**config.mk**
```make
export PLATFORM = sky130hd
export DESIGN_NAME = sdfcb_smooth
export DESIGN_NICKNAME = d
export VERILOG_FILES = /design/src/rtl/sdfcb_pkg.sv /design/src/rtl/sdfcb_smooth.sv
export SDC_FILE = /design/constraint.sdc
export NUM_CORES = 2
export LEC_CHECK = 0
export ABC_CLOCK_PERIOD_IN_PS = 6800
export BUFFER_PORTS_ARGS = -buffer_cell sky130_fd_sc_hd__clkbuf_2
export CAP_MARGIN = 0
export CORE_MARGIN = 4
export CORE_UTILIZATION = 60
export CTS_CLUSTER_SIZE = 30
export DETAILED_ROUTE_END_ITERATION = 10
export GPL_ROUTABILITY_DRIVEN = 0
export PLACE_DENSITY = 0.8
export SETUP_SLACK_MARGIN = 0.15
export SYNTH_ARGS = -nofsm -noshare
export SYNTH_HDL_FRONTEND = slang
export SYNTH_SLANG_ARGS = --single-unit
export TNS_END_PERCENT = 50
```
**constraint.sdc**
```tcl
create_clock -name clock -period 6.8 [get_ports clock]
set_input_delay 0.34 -clock clock [delete_from_list [all_inputs] [get_ports clock]]
set_output_delay 0.34 -clock clock [all_outputs]
set_load 0.03 [all_outputs]
```
**src/rtl/sdfcb_pkg.sv**
```systemverilog
package sdfcb_pkg;

   // Configuration port geometry and register indexes.
   localparam int CsrIndexW = 2;
   localparam int CsrDataW  = 24;
   localparam logic [CsrIndexW-1:0] CSR_FG_COLOR     = 2'd0;
   localparam logic [CsrIndexW-1:0] CSR_EDGE_VALUE   = 2'd1;
   localparam logic [CsrIndexW-1:0] CSR_SMOOTH_WIDTH = 2'd2;

   // Register values after reset.
   localparam logic [23:0] FgColorReset     = 24'hffffff;
   localparam logic [7:0]  EdgeValueReset   = 8'd180;
   localparam logic [7:0]  SmoothWidthReset = 8'd40;

   // Ramp division: a 24-bit numerator over the 8-bit width gives a 0.16 ramp position.
   localparam int NumW      = 24;
   localparam int QuoW      = 16;
   localparam int DivSteps  = 4;
   localparam int DivStages = QuoW / DivSteps;

   // Smoothstep and blend constants.
   localparam logic [17:0] SmoothThree = 18'd196608;
   localparam logic [7:0]  AlphaMax    = 8'd255;
   localparam logic [15:0] BlendRound  = 16'd128;
   localparam logic [15:0] Recip255    = 16'h8081;
   localparam logic [31:0] AlphaOpaque = 32'hff000000;

   // Input word as it enters the pipeline.
   typedef struct packed {
      logic [7:0]  tl;
      logic [7:0]  tr;
      logic [7:0]  bl;
      logic [7:0]  br;
      logic [7:0]  fx;
      logic [7:0]  fy;
      logic [23:0] dest;
   } sdfcb_texel_type;

   // Word inside the divider: partial remainder, dividend bits and quotient bits.
   typedef struct packed {
      logic        covered;
      logic        full;
      logic [7:0]  rem;
      logic [15:0] quo;
      logic [23:0] dest;
   } sdfcb_div_type;

   // Word after the coverage alpha is known.
   typedef struct packed {
      logic        covered;
      logic [7:0]  alpha;
      logic [23:0] dest;
   } sdfcb_alpha_type;

endpackage

```
**src/rtl/sdfcb_smooth.sv**
```systemverilog
module sdfcb_smooth
   import sdfcb_pkg::*;
(
   input  logic            clock,
   input  logic            reset,
   input  logic            in_valid,
   output logic            in_ready,
   input  sdfcb_div_type   in_word,
   output logic            out_valid,
   input  logic            out_ready,
   output sdfcb_alpha_type out_word
);

   logic            valid1_ff, valid2_ff, valid3_ff;
   logic            en1, en2, en3;
   logic [15:0]     t1_ff;
   logic [31:0]     sq1_in, sq1_ff;
   logic [49:0]     prod2_in, prod2_ff;
   logic [57:0]     scaled;
   logic [9:0]      raw_alpha;
   logic [7:0]      ramp_alpha;
   logic [1:0]      flags1_ff, flags2_ff;
   logic [23:0]     dest1_ff, dest2_ff;
   sdfcb_alpha_type word3_in, word3_ff;

   assign en3      = !valid3_ff || out_ready;
   assign en2      = !valid2_ff || en3;
   assign en1      = !valid1_ff || en2;
   assign in_ready = en1;

   // Stage 1: square of the ramp position.
   assign sq1_in = 32'(in_word.quo) * 32'(in_word.quo);

   // Stage 2: t^2 * (3 - 2t) in 0.16 terms.
   assign prod2_in = 50'(sq1_ff) * 50'(SmoothThree - 18'({t1_ff, 1'b0}));

   // Stage 3: scale by 255, round half up and saturate.
   always_comb begin
      scaled     = (58'(prod2_ff) << 8) - 58'(prod2_ff) + (58'(1) << 47);
      raw_alpha  = scaled[57:48];
      ramp_alpha = (raw_alpha > 10'(AlphaMax)) ? AlphaMax : raw_alpha[7:0];
      word3_in.covered = flags2_ff[1];
      word3_in.dest    = dest2_ff;
      if (!flags2_ff[1]) begin
         word3_in.alpha = '0;
      end else if (flags2_ff[0]) begin
         word3_in.alpha = AlphaMax;
      end else begin
         word3_in.alpha = ramp_alpha;
      end
   end

   always_ff @(posedge clock) begin
      if (reset) begin
         valid1_ff <= 1'b0;
         valid2_ff <= 1'b0;
         valid3_ff <= 1'b0;
      end else begin
         if (en1) valid1_ff <= in_valid;
         if (en2) valid2_ff <= valid1_ff;
         if (en3) valid3_ff <= valid2_ff;
      end
   end

   always_ff @(posedge clock) begin
      if (en1) begin
         t1_ff     <= in_word.quo;
         sq1_ff    <= sq1_in;
         flags1_ff <= {in_word.covered, in_word.full};
         dest1_ff  <= in_word.dest;
      end
      if (en2) begin
         prod2_ff  <= prod2_in;
         flags2_ff <= flags1_ff;
         dest2_ff  <= dest1_ff;
      end
      if (en3) begin
         word3_ff  <= word3_in;
      end
   end

   assign out_valid = valid3_ff;
   assign out_word  = word3_ff;

endmodule

```
# ---- Word level (Yosys, flattened, before mapping)
# Index checks and enable logic that the tools add are counted.
dict set report word_totals {
  reg_bits 186
  in_bits 54
  elab_cells 27
}
dict set report op_classes {
  n_addsub 3
  mul 2
  order_cmp 1
  mux 2
  reduce_logical 6
}
# cell count
set ops {}
lappend ops {{adder 58 x 48 -> 58 bit, second input constant} 1}
lappend ops {{subtractor 58 x 50 -> 58 bit} 1}
lappend ops {{multiplier 33 x 19 -> 50 bit} 1}
lappend ops {{multiplier 16 x 16 -> 32 bit} 1}
lappend ops {{subtractor 18 x 17 -> 19 bit, first input constant} 1}
lappend ops {{two-way mux 8 bit} 2}
lappend ops {{greater-than comparator 10 x 8 -> 1 bit, second input constant} 1}
lappend ops {{zero test 1 bit} 3}
lappend ops {{logical OR 1 bit} 3}

# ---- Longest topological paths before layout
dict set report logic_depth {
  word_depth 5
  depth_mapped 30
}

# ---- Worst setup path after synthesis
# No wires, ideal clock.
dict set report synth_timing {
  kind {register -> register}
  startpoint {register t1_ff[3]}
  endpoint {register prod2_ff[49], data pin}
  t_arrival_ns 7.097
  setup_slack_ns -0.574
  stages_incl_launch_ff 27
  n_path_buf 1
  cell_sequence {edfxtp_1 > nor4_1 > nand2_1 > or3_1 > nor3_1 > xnor2_1 > clkbuf_1 > nand2_1 > fa_1 > inv_1 > fa_1 > fa_1 > fa_1 > fa_1 > inv_1 > fa_1 > inv_1 > ha_1 > a21o_1 > a21o_1 > a2111oi_0 > a22o_1 > nor3_1 > a21oi_2 > a21oi_1 > nor4b_1 > a311oi_1}
}
dict set report synth_between {
  elab_chain_len 2
}
# element line
set synth_rtl {}
lappend synth_rtl {{from (decl)} sdfcb_smooth.sv:16} ;# logic [15:0] t1_ff;
lappend synth_rtl {{from (signal assigned)} sdfcb_smooth.sv:67} ;# t1_ff <= in_word.quo;
lappend synth_rtl {{subtractor 18 x 17 -> 19 bit} sdfcb_smooth.sv:35} ;# assign prod2_in = 50'(sq1_ff) * 50'(SmoothThree - 18'({t1_ff, 1'b0}));
lappend synth_rtl {{multiplier 33 x 19 -> 50 bit} sdfcb_smooth.sv:35}
lappend synth_rtl {{via prod2_in[49]} sdfcb_smooth.sv:18} ;# logic [49:0] prod2_in, prod2_ff;
lappend synth_rtl {{to (signal assigned)} sdfcb_smooth.sv:73} ;# prod2_ff <= prod2_in;
lappend synth_rtl {{to (decl)} sdfcb_smooth.sv:18}
# The timed path passes the listed nets, and every way through them passes these cells.
# A chain may end at the register's enable or synchronous reset.

# ---- Worst setup path after layout
dict set report layout_timing {
  startpoint {register t1_ff[5]}
  endpoint {register prod2_ff[46], data pin}
}
# Same word-level chain as after synthesis.

==> run metrics <==
status=complete, but fails checks; failing checks=negative setup slack; Worst Setup SP=t1_ff[5]; DRT iter0 DRCs=1215; drt total wl=~73 mm; cts bufs inserted=17; clock sink count=about 180; WP data arrival=~7.7 ns; post-synthesis sequential area ratio=roughly 17%; P&R area growth vs syn=14.3%; Crit Path Category=register to register; crit path max fanout=9; clk root buf=clkbuf_16; final setup vio count=24; Mapped Nets=roughly 4.4k; Chip Width=242 um; most frequent cells in the layout=inv_1 (838), fa_1 (585), nand2_1 (387); Worst Setup End Kind=register; number of remaining DRC errors=0; Via density=5.41; GRT Total Usage=25.4%; Top Ports=89; # diodes=0; Hold Fails Final Rpt=0; die height=around 240 um; commonest non-fill, non-tap cell in the layout=inv_1; Initial Util=between 60% and 70%; clock buffer depth=2; clock latency on the worst-skew pair=~0.49 ns; share of cells above drive strength 1=between 10% and 20%; CTS tree=yes; fmax=approximately 140 MHz; die area=~59000 um^2; main flop type after synthesis=edfxtp_1; clock slew at reported path FFs=around 0.080 ns; Critical Path Sink=prod2_ff[46]; fin crit share=109%; r2r endpoint=prod2_ff[46]; WL/cell=between 15 and 20 um; mean post-synth cell area=~10 um^2; yosys warns=0; vias in the first global route=approximately 26k; Final WS setup=-0.582 ns; headroom to the max-slew limit=between 30% and 40%; post-layout util=between 60% and 70%; reg2reg path depth=27; Routed Antenna Nets=0; Post-synth EDFFs=180; fin. max-slew vios=0; crit path time final=7.38 ns; CP startpoint kind=register; synthesized area=~33000 um^2; Hold Path Class=primary input to register; Core ar.=roughly 54000 um^2; max cap viols=0; FP Rows=85; Yosys reg bits=approximately 180; DR vias=roughly 24k; hpwl dp=roughly 60 mm; Worst Skew=roughly 0.014 ns; unrepaired setup endpoints after global routing=yes; Worst Path Required=approximately 7.1 ns; Worst-Margin Slew=~0.92 ns; reg2reg setup slack=-0.58 ns; Mapped Cells=roughly 3.4k; H-tree Lvls=4; largest net degree at the start of global routing=69; drt first pass iters=7; Reg2Reg Launch Point=t1_ff[5]; Port-buffer cells=80; grt total ovfl=0; first-pass GRT wire length=122 mm; initial antenna violation count=0; nets=about 4.7k; Async SR Flop Fraction=0%; Synth cell types=80
area by class of cell:
cell class | count | area (um^2)
Clock buffer | 17 | 425
Clock inverter | 15 | 181
Fill cell | 3701 | 16500
Inverter | 852 | 3200
Multi-Input combinational cell | 2251 | 24800
Sequential cell | 183 | 5470
Tap cell | 696 | 871
Timing Repair Buffer | 350 | 2760
Yosys cell counts (all sizes together) (3+ instances only):
library cell	count	share of area, %
and4	4	0.11
a2111oi	6	0.24
a21oi	84	1.3
a221oi	7	0.22
a31oi	9	0.19
dfxtp	3	0.18
and2	263	5.0
nand4	12	0.23
nand3	21	0.33
mux2i	3	0.091
ha	375	14
a41oi	3	0.080
nor2b	37	0.70
nand2	397	4.5
o31ai	7	0.17
a211oi	8	0.20
xor2	29	0.77
a311oi	3	0.099
o31a	3	0.080
o211ai	7	0.17
o311ai	3	0.080
a221o	4	0.12
o21a	14	0.32
a21o	57	1.3
nor4b	3	0.080
a211o	4	0.11
nor2	82	0.93
o21ai	41	0.62
nand2b	13	0.25
and3	12	0.23
fa	597	36
or2	7	0.13
clkbuf	102	1.2
or3	5	0.095
nand3b	4	0.091
inv	852	9.7
o21bai	14	0.32
o221ai	4	0.13
xnor2	65	1.7
nor4	7	0.13
nor3	14	0.21
edfxtp	180	16
registers in the layout, summed over array words and instances (netlist names):
name and flops:
dest1_ff 24, dest2_ff 24, flags1_ff 2, flags2_ff 2, out_valid 1, out_word 33
prod2_ff 49, sq1_ff 30, t1_ff 16, valid1_ff 1, valid2_ff 1
cell families (layout without fill, tap and decap cells):
family          count (synthesis)  count (layout)  synth area share [%]
compound gates                287             287                  6.01
xor+xnor                       94              94                  2.50
fa+ha+maj                     972             972                  50.5
buf+inv                       956            1234                  10.9
flops                         183             183                  16.6
mux                             5               5                 0.159
simple gates                  893             893                  13.4
routing by layer:
| metal | GRT usage [%] | share of wire (%) |
|---|---|---|
| met3 | 4.58 | 6.6 |
| met4 | 6.68 | 2.4 |
| met2 | 43.8 | 50 |
| met5 | 0 | 0 |
| met1 | 33.3 | 41 |
how the worst min path moves through the flow:
stage / startpoint / end / depth (start not counted)
2_1_floorplan: dest1_ff[0] / dest2_ff[0] / 0
3_3_place_gp: dest1_ff[22] / dest2_ff[22] / 0
3_5_place_dp: dest1_ff[12] / dest2_ff[12] / 0
4_1_cts: in_word[3] / dest1_ff[3] / 1
5_1_grt: in_word[3] / dest1_ff[3] / 1
6_report: in_word[3] / dest1_ff[3] / 1
stage by stage:
| stage | hold WS (ns) | TNS (ns) | std cells | worst slack, ns | instance area [um^2] |
|---|---|---|---|---|---|
| after global routing | 0.00474 | -13.44 | 4364 | -0.793 | 37700 |
| after CTS | 0.00107 | -4.58 | 4341 | -0.396 | 37200 |
| after floorplan | 0.400 | -0.436 | 3390 | -0.111 | 33200 |
| final | 0.0355 | -7.12 | 4364 | -0.582 | 37700 |
| after detailed placement | 0.405 | -5.83 | 4271 | -0.534 | 35900 |
| after global placement | 0.400 | -3.37 | 4271 | -0.385 | 35900 |
critical path, cell delays in order (launching register included):
cell and delay [ns]:
edfxtp_1 0.44, nor4_4 0.34, buf_4 0.18, nand2_2 0.07, or3_4 0.37, nor4_2 0.16, buf_4 0.18, xnor2_4 0.12
buf_6 0.17, buf_4 0.13, nor2b_1 0.15, ha_1 0.28, fa_1 0.52, fa_1 0.57, fa_1 0.43, fa_1 0.51
inv_1 0.05, fa_1 0.49, inv_2 0.05, ha_4 0.26, and3_4 0.20, nand3_4 0.08, a2111oi_4 0.39, o21ai_2 0.15
a311oi_2 0.33, o211ai_1 0.14, a2111o_1 0.39, o211ai_2 0.07
repair_timing:
action / in CTS / in global routing
hold endpoints to repair: 24 / 1
endpoints found under the setup margin: 27 / 31
pin swaps: 6 / 60
hold buffers: 24 / 1
buffers inserted: 13 / 21
cloned: 1 / 1
resized for setup: 55 / 77
Power is left out: the tool's default activity adds up to more than one toggle a clock period on the data nets, which glitch-free logic cannot reach.
