==> config.mk <==
export PLATFORM = sky130hd
export DESIGN_NAME = sdfcb_front
export DESIGN_NICKNAME = d
export VERILOG_FILES = /design/src/rtl/sdfcb_pkg.sv /design/src/rtl/sdfcb_front.sv
export SDC_FILE = /design/constraint.sdc
export NUM_CORES = 1
export LEC_CHECK = 0
export BUFFER_PORTS_ARGS = -buffer_cell sky130_fd_sc_hd__buf_2
export CAP_MARGIN = 20
export CORE_MARGIN = 5
export CORE_UTILIZATION = 50
export CTS_CLUSTER_DIAMETER = 120
export CTS_CLUSTER_SIZE = 12
export DETAILED_ROUTE_END_ITERATION = 8
export PLACE_DENSITY_LB_ADDON = 0.1
export SKIP_CTS_REPAIR_TIMING = 1
export SYNTH_ARGS = -nofsm -noshare
export SYNTH_HDL_FRONTEND = slang
export SYNTH_SLANG_ARGS = --single-unit
==> constraint.sdc <==
create_clock -name clock -period 7.5 [get_ports clock]
set_clock_uncertainty 0.2 [all_clocks]
set_input_delay 1.5 -clock clock [delete_from_list [all_inputs] [get_ports clock]]
set_output_delay 1.5 -clock clock [all_outputs]
set_load 0.005 [all_outputs]
==> src/rtl/sdfcb_pkg.sv <==
package sdfcb_pkg;

   // Configuration port geometry and register indexes.
   localparam int CsrIndexW = 2;
   localparam int CsrDataW  = 24;
   localparam logic [CsrIndexW-1:0] CSR_FG_COLOR     = 2'd0;
   localparam logic [CsrIndexW-1:0] CSR_EDGE_VALUE   = 2'd1;
   localparam logic [CsrIndexW-1:0] CSR_SMOOTH_WIDTH = 2'd2;

   // Register values after reset.
   localparam logic [23:0] FgColorReset     = 24'hffffff;
   localparam logic [7:0]  EdgeValueReset   = 8'd180;
   localparam logic [7:0]  SmoothWidthReset = 8'd40;

   // Ramp division: a 24-bit numerator over the 8-bit width gives a 0.16 ramp position.
   localparam int NumW      = 24;
   localparam int QuoW      = 16;
   localparam int DivSteps  = 4;
   localparam int DivStages = QuoW / DivSteps;

   // Smoothstep and blend constants.
   localparam logic [17:0] SmoothThree = 18'd196608;
   localparam logic [7:0]  AlphaMax    = 8'd255;
   localparam logic [15:0] BlendRound  = 16'd128;
   localparam logic [15:0] Recip255    = 16'h8081;
   localparam logic [31:0] AlphaOpaque = 32'hff000000;

   // Input word as it enters the pipeline.
   typedef struct packed {
      logic [7:0]  tl;
      logic [7:0]  tr;
      logic [7:0]  bl;
      logic [7:0]  br;
      logic [7:0]  fx;
      logic [7:0]  fy;
      logic [23:0] dest;
   } sdfcb_texel_type;

   // Word inside the divider: partial remainder, dividend bits and quotient bits.
   typedef struct packed {
      logic        covered;
      logic        full;
      logic [7:0]  rem;
      logic [15:0] quo;
      logic [23:0] dest;
   } sdfcb_div_type;

   // Word after the coverage alpha is known.
   typedef struct packed {
      logic        covered;
      logic [7:0]  alpha;
      logic [23:0] dest;
   } sdfcb_alpha_type;

endpackage

==> src/rtl/sdfcb_front.sv <==
module sdfcb_front
   import sdfcb_pkg::*;
#(
   parameter int FRACTION_BITS = 8
) (
   input  logic            clock,
   input  logic            reset,
   input  logic [7:0]      edge_value,
   input  logic [7:0]      smooth_width,
   input  logic            in_valid,
   output logic            in_ready,
   input  sdfcb_texel_type in_word,
   output logic            out_valid,
   input  logic            out_ready,
   output sdfcb_div_type   out_word
);

   localparam int OneW  = FRACTION_BITS + 1;
   localparam int TopW  = FRACTION_BITS + 8;
   localparam int ValW  = 2 * FRACTION_BITS + 8;
   localparam int DistW = ValW + 2;
   localparam int WideW = DistW + 16;
   localparam int ShL   = (15 > 2 * FRACTION_BITS) ? 15 - 2 * FRACTION_BITS : 0;
   localparam int ShR   = (2 * FRACTION_BITS > 15) ? 2 * FRACTION_BITS - 15 : 0;
   localparam logic [7:0] FracMask =
      (FRACTION_BITS >= 8) ? 8'hff : 8'((1 << FRACTION_BITS) - 1);
   localparam logic [OneW-1:0] One = {1'b1, {FRACTION_BITS{1'b0}}};

   logic              valid1_ff, valid2_ff, valid3_ff;
   logic              en1, en2, en3;
   logic [OneW-1:0]   fx, fy;
   logic [TopW-1:0]   top1_in, top1_ff, bot1_in, bot1_ff;
   logic [OneW-1:0]   fy1_ff;
   logic [23:0]       dest1_ff, dest2_ff;
   logic [ValW-1:0]   val2_in, val2_ff;
   logic signed [9:0] edge_low;
   logic signed [DistW-1:0] low_end, ramp_pos, span;
   logic [WideW-1:0]  wide;
   sdfcb_div_type     word3_in, word3_ff;

   // A stage takes a new word when it is empty or its word moves on.
   assign en3      = !valid3_ff || out_ready;
   assign en2      = !valid2_ff || en3;
   assign en1      = !valid1_ff || en2;
   assign in_ready = en1;

   // Stage 1: interpolate along x for the top and bottom rows.
   always_comb begin
      fx      = OneW'(in_word.fx & FracMask);
      fy      = OneW'(in_word.fy & FracMask);
      top1_in = TopW'(in_word.tl) * TopW'(One - fx) + TopW'(in_word.tr) * TopW'(fx);
      bot1_in = TopW'(in_word.bl) * TopW'(One - fx) + TopW'(in_word.br) * TopW'(fx);
   end

   // Stage 2: interpolate along y; the distance stays exact.
   assign val2_in = ValW'(top1_ff) * ValW'(One - fy1_ff) + ValW'(bot1_ff) * ValW'(fy1_ff);

   // Stage 3: place the distance on the ramp and form the divider numerator.
   always_comb begin
      edge_low = $signed({2'b00, edge_value}) - $signed({2'b00, smooth_width});
      low_end  = DistW'(edge_low) <<< (2 * FRACTION_BITS);
      ramp_pos = $signed(DistW'(val2_ff)) - low_end;
      span     = $signed(DistW'(smooth_width) << (2 * FRACTION_BITS + 1));
      wide     = (WideW'(ramp_pos[DistW-1:0]) << ShL) >> ShR;
      word3_in.dest = dest2_ff;
      word3_in.rem  = wide[NumW-1:QuoW];
      word3_in.quo  = wide[QuoW-1:0];
      if (smooth_width == 8'd0) begin
         // Hard step at the outline.
         word3_in.covered = val2_ff >= (ValW'(edge_value) << (2 * FRACTION_BITS));
         word3_in.full    = 1'b1;
      end else begin
         word3_in.covered = !ramp_pos[DistW-1] && (ramp_pos != '0);
         word3_in.full    = ramp_pos >= span;
      end
   end

   always_ff @(posedge clock) begin
      if (reset) begin
         valid1_ff <= 1'b0;
         valid2_ff <= 1'b0;
         valid3_ff <= 1'b0;
      end else begin
         if (en1) valid1_ff <= in_valid;
         if (en2) valid2_ff <= valid1_ff;
         if (en3) valid3_ff <= valid2_ff;
      end
   end

   always_ff @(posedge clock) begin
      if (en1) begin
         top1_ff  <= top1_in;
         bot1_ff  <= bot1_in;
         fy1_ff   <= fy;
         dest1_ff <= in_word.dest;
      end
      if (en2) begin
         val2_ff  <= val2_in;
         dest2_ff <= dest1_ff;
      end
      if (en3) begin
         word3_ff <= word3_in;
      end
   end

   assign out_valid = valid3_ff;
   assign out_word  = word3_ff;

endmodule

Word-level counts from Yosys, hierarchy flattened
Index checks and enable logic that the tools add are counted.
Word-level totals
  latch bits: 0
  output and inout bits: 52
  flip-flop bits (word level): 165
  bits in writable memories: 0
  memory bits (read-only): 0
  memories kept: 0
  input port bits: 92
  word-level logic and storage cells: 40
Operators by class
  $lt $le $gt $ge: 2
  reductions and logical operators: 10
  bitwise gates (word level): 0
  mux-type cells: 1
  add/sub/neg operators: 7
  div/mod/pow operators: 0
  shift operators: 0
  equal/unequal tests: 0
  $mul: 6
Operators with widths (count)
  adder 16 bit: 2
  multiplier 8 x 8 -> 16 bit: 2
  greater-or-equal comparator 26 bit: 1
  nonzero test 26 bit: 1
  subtractor 25 x 25 -> 26 bit: 1
  adder 24 bit: 1
  greater-or-equal comparator 24 bit: 1
  multiplier 16 x 8 -> 24 bit: 1
  multiplier 17 x 10 -> 24 bit: 1
  subtractor 9 x 8 -> 10 bit (first input constant): 2
  multiplier 8 x 16 -> 16 bit: 1
  multiplier 9 x 10 -> 16 bit: 1
  subtractor 8 x 8 -> 9 bit: 1
  zero test 8 bit: 1
  zero test 1 bit: 4
  logical OR 1 bit: 3
  2-to-1 mux 2 bit: 1
  logical AND 1 bit: 1

Logic depth before layout (Yosys ltp)
  word-level depth: 5
  depth in mapped cells: 26
  mapped depth without buffers: 25

Worst setup path after synthesis
Ideal clock, no wire load.
  path type: input port to flip-flop
  from: input port in_word[34] (netlist bit)
  to: register top1_ff[14] (data pin)
  library setup time: 266 ps
  stages on the path: 24
  path slack: -411 ps
  arrival time: 7445 ps
  data required time: 7034 ps
  buffers on the path: 2
  cells stage by stage: clkbuf_1 -> nor2_1 -> nand2_1 -> or3_1 -> xor2_1 -> clkbuf_1 -> nand2_1 -> fa_1 -> inv_1 -> fa_1 -> fa_1 -> fa_1 -> inv_1 -> fa_1 -> fa_1 -> inv_1 -> ha_1 -> nor3_1 -> nor2_1 -> a31oi_1 -> nor2b_1 -> o21a_1 -> o41ai_1 -> xnor2_1
On the way
  cells in the longest elaborated chain, start to end: 3
  elaborated cells between the ends (all ways): 4
  those cells by class: 2 x add/sub; 2 x mul
Ends and longest elaborated chain
  start: declaration: RTL line sdfcb_front.sv:12  | input sdfcb_texel_type in_word,
  subtractor 9 x 8 -> 10 bit: RTL line sdfcb_front.sv:51  | top1_in = TopW'(in_word.tl) * TopW'(One - fx) + TopW'(in_word.tr) * TopW'(fx);
  multiplier 8 x 16 -> 16 bit: RTL line sdfcb_front.sv:51
  adder 16 bit (*): RTL line sdfcb_front.sv:51
  via top1_in[14]: RTL line sdfcb_front.sv:32  | logic [TopW-1:0] top1_in, top1_ff, bot1_in, bot1_ff;
  end signal: assignment: RTL line sdfcb_front.sv:92  | top1_ff <= top1_in;
  end: declaration: RTL line sdfcb_front.sv:32
The timed path passes the listed nets; every way through them passes the cells marked *.
A chain may end at the register's enable or synchronous reset.

Worst setup path in the final report
  from: register fy1_ff[3]
  to: register val2_ff[20] (data pin)
On the way
  cells in the longest elaborated chain, start to end: 3
  elaborated cells between the ends (all ways): 4
  those cells by class: 2 x add/sub; 2 x mul
Ends and longest elaborated chain
  start: declaration: RTL line sdfcb_front.sv:33  | logic [OneW-1:0] fy1_ff;
  start signal: assignment: RTL line sdfcb_front.sv:94  | fy1_ff <= fy;
  subtractor 9 x 8 -> 10 bit: RTL line sdfcb_front.sv:56  | assign val2_in = ValW'(top1_ff) * ValW'(One - fy1_ff) + ValW'(bot1_ff) * ValW'(fy1_ff);
  multiplier 17 x 10 -> 24 bit: RTL line sdfcb_front.sv:56
  adder 24 bit (*): RTL line sdfcb_front.sv:56
  via val2_in[20]: RTL line sdfcb_front.sv:35  | logic [ValW-1:0] val2_in, val2_ff;
  end signal: assignment: RTL line sdfcb_front.sv:98  | val2_ff <= val2_in;
  end: declaration: RTL line sdfcb_front.sv:35
Marked as above.

==> flow_summary.json <==
{
  "synth_edf_count": 162,
  "synth_top_family_by_area": "adder cells",
  "ys_warn_count": 0,
  "worst-setup-path-type": "reg2reg",
  "post-synth-top-area-fraction": 0.352,
  "grt_start_max_net_pins": 66,
  "clock-sinks": 165,
  "met2_usage": 0.384,
  "yosys.area_share.simple": 0.147,
  "synth_compound_area_frac": 0.0362,
  "grt_use_met3": 0.0241,
  "cts_buffer_depth": 2,
  "synth_nets": 3152,
  "arrival_ns": 7.22,
  "cts_root_buffer": "clkbuf_16",
  "clkLatencyLatePin_ns": 0.46,
  "grt_usage": 0.206,
  "cp-end-kind": "flop",
  "synthAdderAreaFrac": 0.481,
  "layout-drive-gt1-share": 0.114,
  "critPathLaunchType": "flop",
  "ys_ff_latch": 165,
  "via_per_inst": 5.00,
  "final_min_period_over_clock_period": 0.964,
  "worst-path-max-fanout": 18,
  "synthTopCellsByCount": "580 x inv_1, 425 x fa_1, 322 x and2_1, 249 x ha_1, 241 x nand2_1",
  "synthMuxAreaShare": 0.000829,
  "vias": 15980,
  "synth_area_leaders": "fa_1 35%, edfxtp_1 20%, ha_1 13%",
  "cp.required_ns": 7.49,
  "routed_wl_mm": 52.1,
  "crit_family": "adder cells",
  "setup_tns_ns": 0,
  "die_area_sq_um": 52800,
  "slew_headroom": 0.391,
  "yosys.area.top_type": "fa_1",
  "avgSynthCellArea_sq_um": 10.1,
  "min-delay-path-class": "reg2reg",
  "ios": 144,
  "n_antenna_cell": 0,
  "netlist_area_sq_um": 24200,
  "synth_cells": 2386,
  "crit_buf_inv": 6,
  "ant_nets": 0,
  "hold_viol": 0,
  "n_fill_cell": 4200,
  "clock.fmax_mhz": 138,
  "clkTransAtPathRegs_ns": 0.08,
  "async_flop_share": 0,
  "critical-path-max-stage-delay_ns": 0.53,
  "antenna_found_initial": 0,
  "dr.pass1.iters": 4,
  "grt_overflow": 0,
  "area_delta_synth_final_pct": 11.1,
  "period_minus_slack_ns": 7.23,
  "ys_types": 52,
  "start_util": 0.506,
  "setup_violations": 0,
  "cts_tree": "done",
  "cts_buffers": 17,
  "ys.flop_type": "edfxtp_1",
  "routedWlPerCell_um": 16.3,
  "gp_congestion": 0.869,
  "drt_iter0_markers": 660,
  "htree_levels": 4,
  "maxCapViolCount": 0,
  "synthXorXnorAreaFrac": 0.0308,
  "grt_pass1_wl_mm": 88.5,
  "multiInputGateArea_sq_um": 17000,
  "busiest_layer": "met2",
  "synth_most_common_cell": "inv_1",
  "use_met1": 0.258,
  "synth_seq_area_share": 0.204,
  "status": "completed",
  "regArea_sq_um": 4920,
  "crit_top_cell": "fa_1",
  "slew_viol_final": 0,
  "nNetsFinal": 3333,
  "rows": 80,
  "dieWidth_um": 230,
  "dp_hpwl_mm": 44.6,
  "drc": 0,
  "slowest_stage": "fa_1",
  "io_buffers": 143,
  "grt_pass1_vias": 17785,
  "max_slew.worst_pin.slew_ns": 0.913,
  "coreArea_sq_um": 47700,
  "die_height_um": 230
}
worst register-to-register path, stage by stage, from the launching register on:
cell and delay [ns]:
edfxtp_1 0.42, buf_12 0.18, nor2_4 0.13, nand2_2 0.09
or3_4 0.36, xor2_1 0.16, buf_6 0.16, and2_1 0.18
fa_1 0.53, inv_1 0.05, fa_1 0.47, fa_1 0.53
inv_1 0.06, fa_1 0.49, fa_1 0.49, inv_1 0.05
fa_1 0.47, inv_1 0.04, ha_1 0.35, a21oi_1 0.20
o21ai_0 0.14, a2111oi_2 0.33, o31a_1 0.25, o31a_1 0.30
mux2i_1 0.23, o2111ai_1 0.13
cells by family (layout without fill, tap and decap cells):
logic type,count (synthesis),in the layout
multiplexers,2,2
buffers and inverters,642,836
adder cells (fa/ha/maj),674,674
flip-flops,165,165
XOR/XNOR,85,85
AND/OR/NAND/NOR,684,684
AO/OA/AOI/OAI,134,134
cell type report:
cell class | count | share of cell area
clock inverter | 15 | 0.00750
timing repair buffer | 223 | 0.0507
inverter | 581 | 0.0812
sequential | 165 | 0.183
tap | 615 | 0.0287
multi-input combinational | 1579 | 0.633
clock buffer | 17 | 0.0158
state kept, by name (all words and copies together) (netlist names):
| name | cells |
|---|---|
| dest1_ff | 24 |
| out_word | 50 |
| dest2_ff | 24 |
| valid1_ff | 1 |
| out_valid | 1 |
| bot1_ff | 16 |
| top1_ff | 16 |
| valid2_ff | 1 |
| fy1_ff | 8 |
| val2_ff | 24 |
final timing paths:
path / slack (ns) / to / startpoint / depth (start not counted)
worst max-delay path: 0.27 / val2_ff[20] / fy1_ff[3] / 25
worst min-delay path: 0.22 / out_word[8] / dest2_ff[8] / 0
worst max register to register: 0.27 / val2_ff[20] / fy1_ff[3] / 25
worst min register to register: 0.22 / out_word[8] / dest2_ff[8] / 0
metal layers:
metal	share of wire	vias to the layer above
met5	0	-
met4	0.017	0
met3	0.036	55
met2	0.52	288
met1	0.43	8056
li1	-	7581
stage by stage:
| step | hold WS [ns] | worst slack (ns) | util | instances | area [sq um] |
|---|---|---|---|---|---|
| floorplan | 0.200 | 0.00238 | - | 2386 | 24300 |
| global placement | 0.200 | -0.199 | 0.547 | 3160 | 26100 |
| detailed placement | 0.205 | -0.303 | 0.547 | 3160 | 26100 |
| CTS | 0.222 | 0.0490 | 0.560 | 3192 | 26700 |
| global route | 0.224 | -0.0216 | 0.562 | 3195 | 26800 |
| finish | 0.220 | 0.271 | 0.562 | 3195 | 26800 |
placed cells by master, fill, tap and decap left out, types with 12 or more instances in the layout:
cell type	n
a21o_1	18
a21oi_1	36
and2_1	322
buf_2	143
buf_4	75
clkbuf_16	17
edfxtp_1	162
fa_1	423
ha_1	245
inv_1	574
nand2_1	235
nor2_1	46
nor2b_1	12
nor3_1	12
o21ai_0	20
xnor2_1	58
xor2_1	24
Power is not shown: default switching activity piles up to over one toggle a cycle in this logic, so the estimate is an artifact.
