**src/rtl/sdfcb_pkg.sv**
```systemverilog
package sdfcb_pkg;

   // Configuration port geometry and register indexes.
   localparam int CsrIndexW = 2;
   localparam int CsrDataW  = 24;
   localparam logic [CsrIndexW-1:0] CSR_FG_COLOR     = 2'd0;
   localparam logic [CsrIndexW-1:0] CSR_EDGE_VALUE   = 2'd1;
   localparam logic [CsrIndexW-1:0] CSR_SMOOTH_WIDTH = 2'd2;

   // Register values after reset.
   localparam logic [23:0] FgColorReset     = 24'hffffff;
   localparam logic [7:0]  EdgeValueReset   = 8'd180;
   localparam logic [7:0]  SmoothWidthReset = 8'd40;

   // Ramp division: a 24-bit numerator over the 8-bit width gives a 0.16 ramp position.
   localparam int NumW      = 24;
   localparam int QuoW      = 16;
   localparam int DivSteps  = 4;
   localparam int DivStages = QuoW / DivSteps;

   // Smoothstep and blend constants.
   localparam logic [17:0] SmoothThree = 18'd196608;
   localparam logic [7:0]  AlphaMax    = 8'd255;
   localparam logic [15:0] BlendRound  = 16'd128;
   localparam logic [15:0] Recip255    = 16'h8081;
   localparam logic [31:0] AlphaOpaque = 32'hff000000;

   // Input word as it enters the pipeline.
   typedef struct packed {
      logic [7:0]  tl;
      logic [7:0]  tr;
      logic [7:0]  bl;
      logic [7:0]  br;
      logic [7:0]  fx;
      logic [7:0]  fy;
      logic [23:0] dest;
   } sdfcb_texel_type;

   // Word inside the divider: partial remainder, dividend bits and quotient bits.
   typedef struct packed {
      logic        covered;
      logic        full;
      logic [7:0]  rem;
      logic [15:0] quo;
      logic [23:0] dest;
   } sdfcb_div_type;

   // Word after the coverage alpha is known.
   typedef struct packed {
      logic        covered;
      logic [7:0]  alpha;
      logic [23:0] dest;
   } sdfcb_alpha_type;

endpackage

```
**src/rtl/sdfcb_div_stage.sv**
```systemverilog
module sdfcb_div_stage
   import sdfcb_pkg::*;
(
   input  logic          clock,
   input  logic          reset,
   input  logic [7:0]    smooth_width,
   input  logic          in_valid,
   output logic          in_ready,
   input  sdfcb_div_type in_word,
   output logic          out_valid,
   input  logic          out_ready,
   output sdfcb_div_type out_word
);

   logic          valid_ff;
   logic          en;
   logic [8:0]    rem9;
   sdfcb_div_type word_in, word_ff;

   assign en       = !valid_ff || out_ready;
   assign in_ready = en;

   // Restoring division, a few quotient bits per stage. Dividend bits leave the
   // top of quo while quotient bits enter at the bottom.
   always_comb begin
      word_in = in_word;
      rem9    = '0;
      for (int k = 0; k < DivSteps; k++) begin
         rem9        = {word_in.rem, word_in.quo[QuoW-1]};
         word_in.quo = {word_in.quo[QuoW-2:0], 1'b0};
         if (rem9 >= {1'b0, smooth_width}) begin
            rem9           = rem9 - {1'b0, smooth_width};
            word_in.quo[0] = 1'b1;
         end
         word_in.rem = rem9[7:0];
      end
   end

   always_ff @(posedge clock) begin
      if (reset) begin
         valid_ff <= 1'b0;
      end else if (en) begin
         valid_ff <= in_valid;
      end
   end

   always_ff @(posedge clock) begin
      if (en) begin
         word_ff <= word_in;
      end
   end

   assign out_valid = valid_ff;
   assign out_word  = word_ff;

endmodule

```
**config.mk**
```make
export PLATFORM = sky130hd
export DESIGN_NAME = sdfcb_div_stage
export DESIGN_NICKNAME = d
export VERILOG_FILES = /design/src/rtl/sdfcb_pkg.sv /design/src/rtl/sdfcb_div_stage.sv
export SDC_FILE = /design/constraint.sdc
export NUM_CORES = 1
export LEC_CHECK = 0
export BUFFER_PORTS_ARGS = -buffer_cell sky130_fd_sc_hd__buf_4
export CAP_MARGIN = 20
export CORE_AREA = 2 2 84 86
export CTS_BUF_LIST = sky130_fd_sc_hd__clkbuf_16
export DETAILED_ROUTE_END_ITERATION = 7
export DIE_AREA = 0 0 86 88
export PLACE_DENSITY_LB_ADDON = 0.1
export SLEW_MARGIN = 25
export SYNTH_ARGS = -nofsm -noshare
export SYNTH_HDL_FRONTEND = slang
export SYNTH_SLANG_ARGS = --single-unit
```
**constraint.sdc**
```tcl
create_clock -name clock -period 16.1 [get_ports clock]
set_input_delay 0.805 -clock clock [delete_from_list [all_inputs] [get_ports clock]]
set_output_delay 0.805 -clock clock [all_outputs]
set_load 0.1 [all_outputs]
```
### After elaboration in Yosys (flattened, before gate mapping)

Cells that the tools add are included.

| storage, ports and cells | value |
|---|---|
| register bits | 51 |
| word-level logic and storage cells | 24 |
| output and inout bits | 52 |

| operators by class | value |
|---|---|
| muxes and demuxes | 8 |
| reduce and logical (&&, ||, !) cells | 2 |
| order comparisons | 4 |
| add/subtract/negate cells | 4 |

Operators with widths:

| operator | number |
|---|---|
| greater-or-equal comparator 9 x 8 -> 1 bit | 4 |
| 2-to-1 mux 8 bit | 4 |
| subtractor 8 bit | 4 |
| 2-to-1 mux 1 bit | 4 |
| logical NOT 1 bit | 1 |
| logical OR 1 bit | 1 |

### Depth between registers and ports, before layout

Gate-level depths: netlist (run 1).

| depth | value |
|---|---|
| depth after elaboration | 8 |
| mapped depth | 38 |

### Least setup slack after synthesis (run 1)

OpenSTA, ideal clock, no wires.

| timing | value |
|---|---|
| path kind | input -> register |
| start point | in smooth_width[4] |
| end point | reg word_ff (netlist bit out_word[41]) (data pin) |
| cell stages on the path | 35 |
| path buffers | 2 |
| arrival | 7881 ps |
| slack | 7959 ps |
| library setup time | 260 ps |
| cells stage by stage | inv_1 ha_1 a21o_1 a31o_1 o221ai_2 and2_2 mux2_2 ha_1 a21oi_1 a21oi_1 nor3_1 o21ai_0 a211oi_4 clkbuf_1 nor2_1 a21oi_1 inv_1 ha_1 nor2b_1 o21a_1 o21ai_0 a21oi_1 nor3_1 o211ai_2 mux2i_1 ha_1 a21o_1 a21o_1 a21o_1 a21oi_1 o21ai_0 o21a_1 a311o_1 buf_6 mux2_4 |

| on the way | value |
|---|---|
| word-level cells in the longest chain between the ends | 8 |
| elaborated cells on any way between the ends | 12 |

RTL lines:

| element | line | text |
|---|---|---|
| start, declared | sdfcb_div_stage.sv:6 | `input logic [7:0] smooth_width,` |
| subtractor 8 bit / greater-or-equal comparator 9 x 8 -> 1 bit (equally long branches) | sdfcb_div_stage.sv:32, sdfcb_div_stage.sv:31 |  |
| 2-to-1 mux 8 bit | sdfcb_div_stage.sv:31 | `if (rem9 >= {1'b0, smooth_width}) begin` |
| subtractor 8 bit / greater-or-equal comparator 9 x 8 -> 1 bit (equally long branches) | sdfcb_div_stage.sv:32, sdfcb_div_stage.sv:31 |  |
| 2-to-1 mux 8 bit | sdfcb_div_stage.sv:31 |  |
| greater-or-equal comparator 9 x 8 -> 1 bit / subtractor 8 bit (equally long branches) | sdfcb_div_stage.sv:31, sdfcb_div_stage.sv:32 |  |
| 2-to-1 mux 8 bit | sdfcb_div_stage.sv:31 |  |
| subtractor 8 bit / greater-or-equal comparator 9 x 8 -> 1 bit (equally long branches) | sdfcb_div_stage.sv:32, sdfcb_div_stage.sv:31 |  |
| 2-to-1 mux 8 bit * | sdfcb_div_stage.sv:31 |  |
| named net rem9[1] | sdfcb_div_stage.sv:17 | `logic [8:0] rem9;` |
| end signal, assigned | sdfcb_div_stage.sv:49 | `word_ff <= word_in;` |
| end, declared | sdfcb_div_stage.sv:18 | `sdfcb_div_type word_in, word_ff;` |

Mark *: on every way through the listed nets, which the timed path passes. The rest lies on a longest branch.
A chain may end at the register's enable or synchronous reset.

### Final worst setup path (run 1)

| timing | value |
|---|---|
| start point | in smooth_width[6] |
| end point | reg word_ff (netlist bit out_word[46]) (data pin) |

Same word-level chain as after synthesis.

==> metrics.md, run 1 <==
| Metric | Value |
|---|---|
| Max VDD drop | `between 0.1 and 0.15 mV` |
| GR Util met2 | `around a third` |
| Nature of the critical path startpoint | `primary input` |
| Syn Area/Cell | `roughly 12 um^2` |
| Clk buf depth | `2` |
| Hold Path Stages | `2` |
| Largest net degree at the start of global routing | `53` |
| Ratio of final minimum period to clock period | `55.68%` |
| Routed via count | `~2400` |
| RSZ-0062 raised after global routing | `no` |
| Placed instance count | `between 400 and 500` |
| Vias/cell | `around 5.2` |
| Outcome | `finished clean` |
| Final HPWL DP | `about 5900 um` |
| Max-slew violations | `0` |
| Fillers | `535` |
| Die area | `~0.0076 mm^2` |
| H-tree depth | `2` |
| Total Power | `roughly 0.85 mW` |
| Worst Hold Class | `in2reg` |
| Ys flop type | `edfxtp_1` |
| # DRC | `0` |
| Slowest cell delay on critical path | `approximately 0.54 ns` |
| Cell Pwr Density | `roughly 200 mW/mm^2` |
| LEAKAGE | `around 2.0 nW` |
| Asr flop ratio synth | `0%` |
| Met3 Resource Use GR | `about 3.6%` |
| Final Skew | `0.005769 ns` |
| CP max stage cell | `a311o_1` |
| Final global-route overflow total | `0` |
| Util after Layout | `between 60% and 70%` |
| Area growth syn-to-layout | `34.47%` |
| Post-synth EDFFs | `50` |
| Num CTS Buffers | `5` |
| Vias in the first global route | `2369` |
| Hold Crit Start | `reset` |
| Power share of the sequential group | `between 20% and 30%` |
| Final Non-Filler Cells | `roughly 470` |
| CP Launch Point | `smooth_width[6]` |
| Synthesized instance count | `approximately 270` |
| Post-Place Worst Slack | `6.935 ns` |
| Met1 usage | `24.67%` |
| GRT Total Usage | `19.17%` |
| Yosys warns | `0` |
| Layout Nets | `482` |
| F_max | `about 0.11 GHz` |
| WP data required | `between 15 and 20 ns` |
| Buffers on Ports | `about 110` |
| Setup CP Type | `in2reg` |
| Internal power | `approximately 0.47 mW` |
| First-pass GRT wire length | `11440 um` |
| Post-CTS setup buffers | `0` |
| Top cells by area, synth | `edfxtp_1, ha_1, mux2_2, xnor2_1, mux2_4` |
| Inserted Diodes | `0` |
| Wire length per cell | `about 16 um` |
| Dpl cell area | `~0.0042 mm^2` |
| Reg clk slew, reported paths | `0.07 ns` |
| R2R Path Start | `out_valid$_SDFFE_PP0P_` |
| Starting Density | `between 40% and 50%` |
| Rows | `30` |
| Post-CTS sizing | `0` |
| Layout cell share with drive strength beyond 1 | `38.18%` |
| Area leader, netlist | `edfxtp_1` |
| CP Max Fanout | `14` |
| FF+latch count, synth | `between 50 and 60` |
| Global placer's final weighted congestion | `0.8628` |
| Worst R2R Setup Slack | `between 10 and 15 ns` |
| CTS sink cnt | `between 50 and 60` |
| Post-cts hold buffer count | `0` |
| Num ports | `~110` |
| Post-synth top cells | `edfxtp_1, ha_1, inv_1` |
| Root Driver | `clkbuf_16` |
| Drt pass-1 iters | `4` |
| Layer with the highest usage | `met2` |
| Mapped cell area | `0.003227 mm^2` |
| Min Hold Slack | `between 0.6 and 0.7 ns` |
| Final Hold Vio Count | `0` |
| Core Box Area | `0.006644 mm^2` |
| Logic pwr share | `~64%` |
| DIE WIDTH | `between 80 and 90 um` |
| Final setup viols | `0` |
| DRT iter0 DRCs | `approximately 110` |
| Netlist cell types | `40` |
| Final wirelength | `between 7000 and 8000 um` |
| TritonCTS clock tree | `built` |
| Syn_nets | `between 300 and 400` |
| Yosys top cell area share | `46.53%` |
| Clock power share | `around 14%` |
| Worst-case reg-to-reg path depth | `2` |
| Setup TNS | `0 ns` |
| Sw frac | `~44%` |
| Die height | `88 um` |
| Arrival time at the worst endpoint | `around 9.0 ns` |
| Post-route cell area | `0.004339 mm^2` |
| Worst Tran Pin Value | `0.6378 ns` |
| Initial antenna violation count | `0` |
| Psw | `0.3771 mW` |
| Clock Latency Late Sink | `between 0.2 and 0.3 ns` |
| CP endpoint kind | `register` |
| Most common cell in the synthesized netlist | `edfxtp_1` |
| Sequential share of the synthesized area | `47.15%` |
| Min-Delay Endpoint | `out_valid$_SDFFE_PP0P_` |
| Final setup margin | `approximately 7.1 ns` |
| Post-route ant nets | `0` |
| Tmin final | `8.964 ns` |
| Worst reg2reg path endpoint | `out_word[25]$_DFFE_PP_` |
| Relative slew slack | `between 50% and 60%` |
| Max Cap Violations | `0` |
kinds of logic after synthesis:
family,after synthesis,share of synthesized area (%)
AOI/OAI and AO/OA,67,14.27
xor gates and xnor gates,19,5.157
adders and majority gates,36,14.89
buffers and inverters,24,3.024
DFF,51,47.15
muxes,23,8.647
and+or+nand+nor,45,6.863
worst max-delay path by stage:
stage / to / cells after the start
after floorplan: out_word[41]$_DFFE_PP_ / 35
after detailed placement: out_word[46]$_DFFE_PP_ / 35
after CTS: out_word[41]$_DFFE_PP_ / 35
after global placement: out_word[42]$_DFFE_PP_ / 35
final: out_word[46]$_DFFE_PP_ / 35
after global routing: out_word[41]$_DFFE_PP_ / 35
routing by layer:
layer | part of all wire (%) | wire [um]
met5 | 0 | 0
met4 | 1.0 | 76
met3 | 7.1 | 518
met2 | 48 | 3506
met1 | 44 | 3224
state kept, by name (all words and copies together), names as in the netlist:
name / flops
out_word: 50
out_valid: 1
power by group through the flow:
| stage | Combinational, mW | Sequential [mW] | Clock, mW |
|---|---|---|---|
| 2_1_floorplan | 0.298 | 0.345 | 0 |
| 3_5_place_dp | 0.538 | 0.192 | 0 |
| 6_report | 0.543 | 0.189 | 0.116 |
| 5_1_grt | 0.582 | 0.191 | 0.123 |
| 3_3_place_gp | 0.534 | 0.191 | 0 |
| 4_1_cts | 0.542 | 0.190 | 0.119 |
worst max-delay path, delay by kind of cell:
family,cells,cell delay [ns]
AO/OA/AOI/OAI,18,4.64
adder cells (fa/ha/maj),4,1.22
AND/OR/NAND/NOR,6,1.02
multiplexers,2,0.78
buffers and inverters,5,0.52
placed cells by master (no fill, tap or decap), types with 2 or more instances in the layout:
master / Yosys / layout
inv_1: 21 / 21
mux2_2: 11 / 11
a211o_1: 3 / 3
nand3_1: 2 / 2
nor2_1: 16 / 16
mux2_4: 7 / 7
a21oi_1: 17 / 17
xnor2_1: 14 / 14
nor2b_1: 2 / 2
buf_4: 0 / 114
mux2i_1: 5 / 5
a211oi_1: 6 / 6
xor2_1: 5 / 5
nand2_1: 8 / 8
o21bai_1: 3 / 3
clkbuf_16: 0 / 5
fa_1: 4 / 4
ha_1: 32 / 32
nand4_1: 5 / 5
nand2b_1: 4 / 3
edfxtp_1: 50 / 50
o21ai_0: 15 / 15
o21a_1: 3 / 3
a21o_1: 11 / 11
nor3_1: 4 / 4
final cells by class:
class,instances,area [um^2],area share (%)
inverters,22,82.58,1.903
multi-input cells,190,1610,37.11
well taps,80,100.1,2.307
clock buffers,5,125.1,2.884
repair buffers,114,855.8,19.72
flip-flops and latches,51,1521,35.06
clock inverters,3,43.79,1.009
Power figures use the tool's default switching activity.
==> inputs of run 2 (changes only) <==
- clock period: 16.1 -> 8.4 ns (I/O delays scaled with it)
==> run 2 against run 1 <==
First-iteration DRC count shrank 24%. Sequential power is 92% higher. Flip-flop and latch count unchanged. Global-route usage grew 0.53 points. Via count increased by 1.3%. Count of clock-buffer cells in the layout did not move. Combinational power up 95%. Non-clock buffer count up 2. Sequential share of layout area fell by 0.17 points. Critical path type unchanged.
==> metrics.md, run 2 (synthesis gave the netlist of run 1 again) <==
| Metric | Value |
|---|---|
| Outcome | `finished clean` |
| Max Cap Violations | `0` |
| Final global-route overflow total | `0` |
| CP endpoint kind | `register` |
| Power share of the sequential group | `between 20 and 25%` |
| LEAKAGE | `2.003 nW` |
| Layout cell share with drive strength beyond 1 | `39.02%` |
| Worst Hold Class | `in2reg` |
| Nature of the critical path startpoint | `primary input` |
| Relative slew slack | `between 50% and 60%` |
| CP Max Fanout | `13` |
| Ratio of final minimum period to clock period | `93.02%` |
| Min Hold Slack | `0.3009 ns` |
| Inserted Diodes | `0` |
| Die height | `between 80 and 90 um` |
| Commonest non-fill, non-tap cell in the layout | `buf_4` |
| Rows | `30` |
| Internal power | `about 0.91 mW` |
| DIE WIDTH | `86 um` |
| Clk buf depth | `2` |
| Clock power share | `13.6%` |
| Most frequent cells in the layout | `buf_4, edfxtp_1, ha_1` |
| Fillers | `roughly 530` |
| Worst reg2reg path endpoint | `out_word[47]$_DFFE_PP_` |
| Final setup viols | `0` |
| Slowest cell delay on critical path | `between 0.4 and 0.5 ns` |
| H-tree depth | `2` |
| RSZ-0062 raised after global routing | `no` |
| Num ports | `between 100 and 150` |
| Setup CP Type | `in2reg` |
| Arrival time at the worst endpoint | `7.84 ns` |
| Routed via count | `around 2500` |
| Crit path to | `out_word[45]$_DFFE_PP_` |
| Clock Latency Late Sink | `between 0.2 and 0.3 ns` |
| Largest net degree at the start of global routing | `53` |
| Largest register FFs | `50` |
| Layout Nets | `a little under 500` |
| Worst R2R Setup Slack | `between 7 and 8 ns` |
| Die area | `around 0.0076 mm^2` |
| Max-slew violations | `0` |
| Root Driver | `clkbuf_16` |
| Setup TNS | `0 ns` |
| Sw frac | `between 40% and 50%` |
| Initial antenna violation count | `0` |
| Placed instance count | `between 400 and 500` |
| Reg clk slew, reported paths | `approximately 0.060 ns` |
| Max VDD drop | `0.3137 mV` |
| Worst Tran Pin Value | `between 0.6 and 0.7 ns` |
| Logic pwr share | `64.3%` |
| Tmin final | `slightly below 8 ns` |
| Core Box Area | `between 0.006 and 0.007 mm^2` |
| Vias in the first global route | `between 2000 and 2500` |
| Vias/cell | `5.283` |
| Util after Layout | `approximately 66%` |
| Starting Density | `approximately half` |
| CP max stage cell | `a311o_2` |
| Final Skew | `roughly 0.0028 ns` |
| Final HPWL DP | `a little over 6000 um` |
| WP data required | `8.43 ns` |
| Final Non-Filler Cells | `approximately 470` |
| Drt pass-1 iters | `4` |
| Post-route ant nets | `0` |
| Worst-case reg-to-reg path depth | `2` |
| GRT Total Usage | `between 15 and 20%` |
| Cell Pwr Density | `around 380 mW/mm^2` |
| Final wirelength | `roughly 7600 um` |
| First-pass GRT wire length | `about 12000 um` |
| Total Power | `roughly 1.6 mW` |
| Final Hold Vio Count | `0` |
| Area growth syn-to-layout | `35.13%` |
| Num CTS Buffers | `5` |
| Psw | `~0.73 mW` |
| CP Launch Point | `smooth_width[4]` |
| CTS sink cnt | `51` |
| R2R Path Start | `out_valid$_SDFFE_PP0P_` |
| Global placer's final weighted congestion | `around 0.91` |
| # DRC | `0` |
| Wire length per cell | `~16 um` |
| TritonCTS clock tree | `built` |
| F_max | `0.1280 GHz` |
| Buffers on Ports | `~110` |
| Post-cts hold buffer count | `0` |
| DRT iter0 DRCs | `86` |
==> run 2: changes by cell type in the layout (fill, tap and decap cells not counted) <==
cell	change
o21ai_1	+1
a211oi_2	+1
a211oi_1	-1
o21ai_0	-1
a311o_2	+1
a311o_1	-1
buf_4	+2
==> run 2: cell type report <==
class / count / area (um^2) / share of cell area [%]
clock buffers: 5 / 125.1 / 2.869
clock inverters: 3 / 43.79 / 1.004
inverters: 22 / 82.58 / 1.894
multi-input cells: 190 / 1617 / 37.07
flip-flops and latches: 51 / 1521 / 34.89
well taps: 80 / 100.1 / 2.296
repair buffers: 116 / 870.8 / 19.97
==> run 2: power groups by stage <==
stage          combinational (mW)  sequential (mW)  clock [mW]
6_report                     1.06            0.363       0.223
5_1_grt                      1.13            0.366       0.236
4_1_cts                      1.05            0.363       0.228
3_5_place_dp                 1.05            0.369           0
3_3_place_gp                 1.04            0.367           0
2_1_floorplan               0.570            0.660           0
==> run 2: timing repair <==
item	in CTS	in global routing
endpoints found under the setup margin	0	8
setup buffers	0	0
resized for setup	0	3
==> run 2: critical path, delay by kind of cell <==
family | cells | cell delay (ns)
AOI/OAI and AO/OA | 17 | 3.60
adders and majority gates | 4 | 1.27
muxes | 3 | 0.88
and+or+nand+nor | 5 | 0.85
buffers and inverters | 6 | 0.82
==> run 2: worst min-delay path by stage <==
| stage | startpoint | end | slack, ns | depth (start not counted) |
|---|---|---|---|---|
| 2_1_floorplan | reset | out_valid$_SDFFE_PP0P_ | 0.49 | 1 |
| 3_3_place_gp | reset | out_valid$_SDFFE_PP0P_ | 0.59 | 2 |
| 3_5_place_dp | reset | out_valid$_SDFFE_PP0P_ | 0.59 | 2 |
| 4_1_cts | reset | out_valid$_SDFFE_PP0P_ | 0.30 | 2 |
| 5_1_grt | reset | out_valid$_SDFFE_PP0P_ | 0.30 | 2 |
| 6_report | reset | out_valid$_SDFFE_PP0P_ | 0.30 | 2 |
==> run 2: per-stage QoR <==
stage	area [um^2]	setup slack, ns
floorplan	3227	0.6436
finish	4360	0.5864
CTS	4354	0.4247
detailed placement	4185	0.1287
global route	4360	0.05552
global placement	4185	0.4251
==> run 2: per-layer routing <==
layer  wire [um]  global-route usage (%)  part of all wire, %  up-vias
met5           0                       0                    0        -
li1            -                       -                    -     1236
met1        3474                   26.86                   46     1138
met3         538                   3.016                  7.1        4
met4          63                   3.896                 0.83        0
met2        3538                   33.62                   46       89
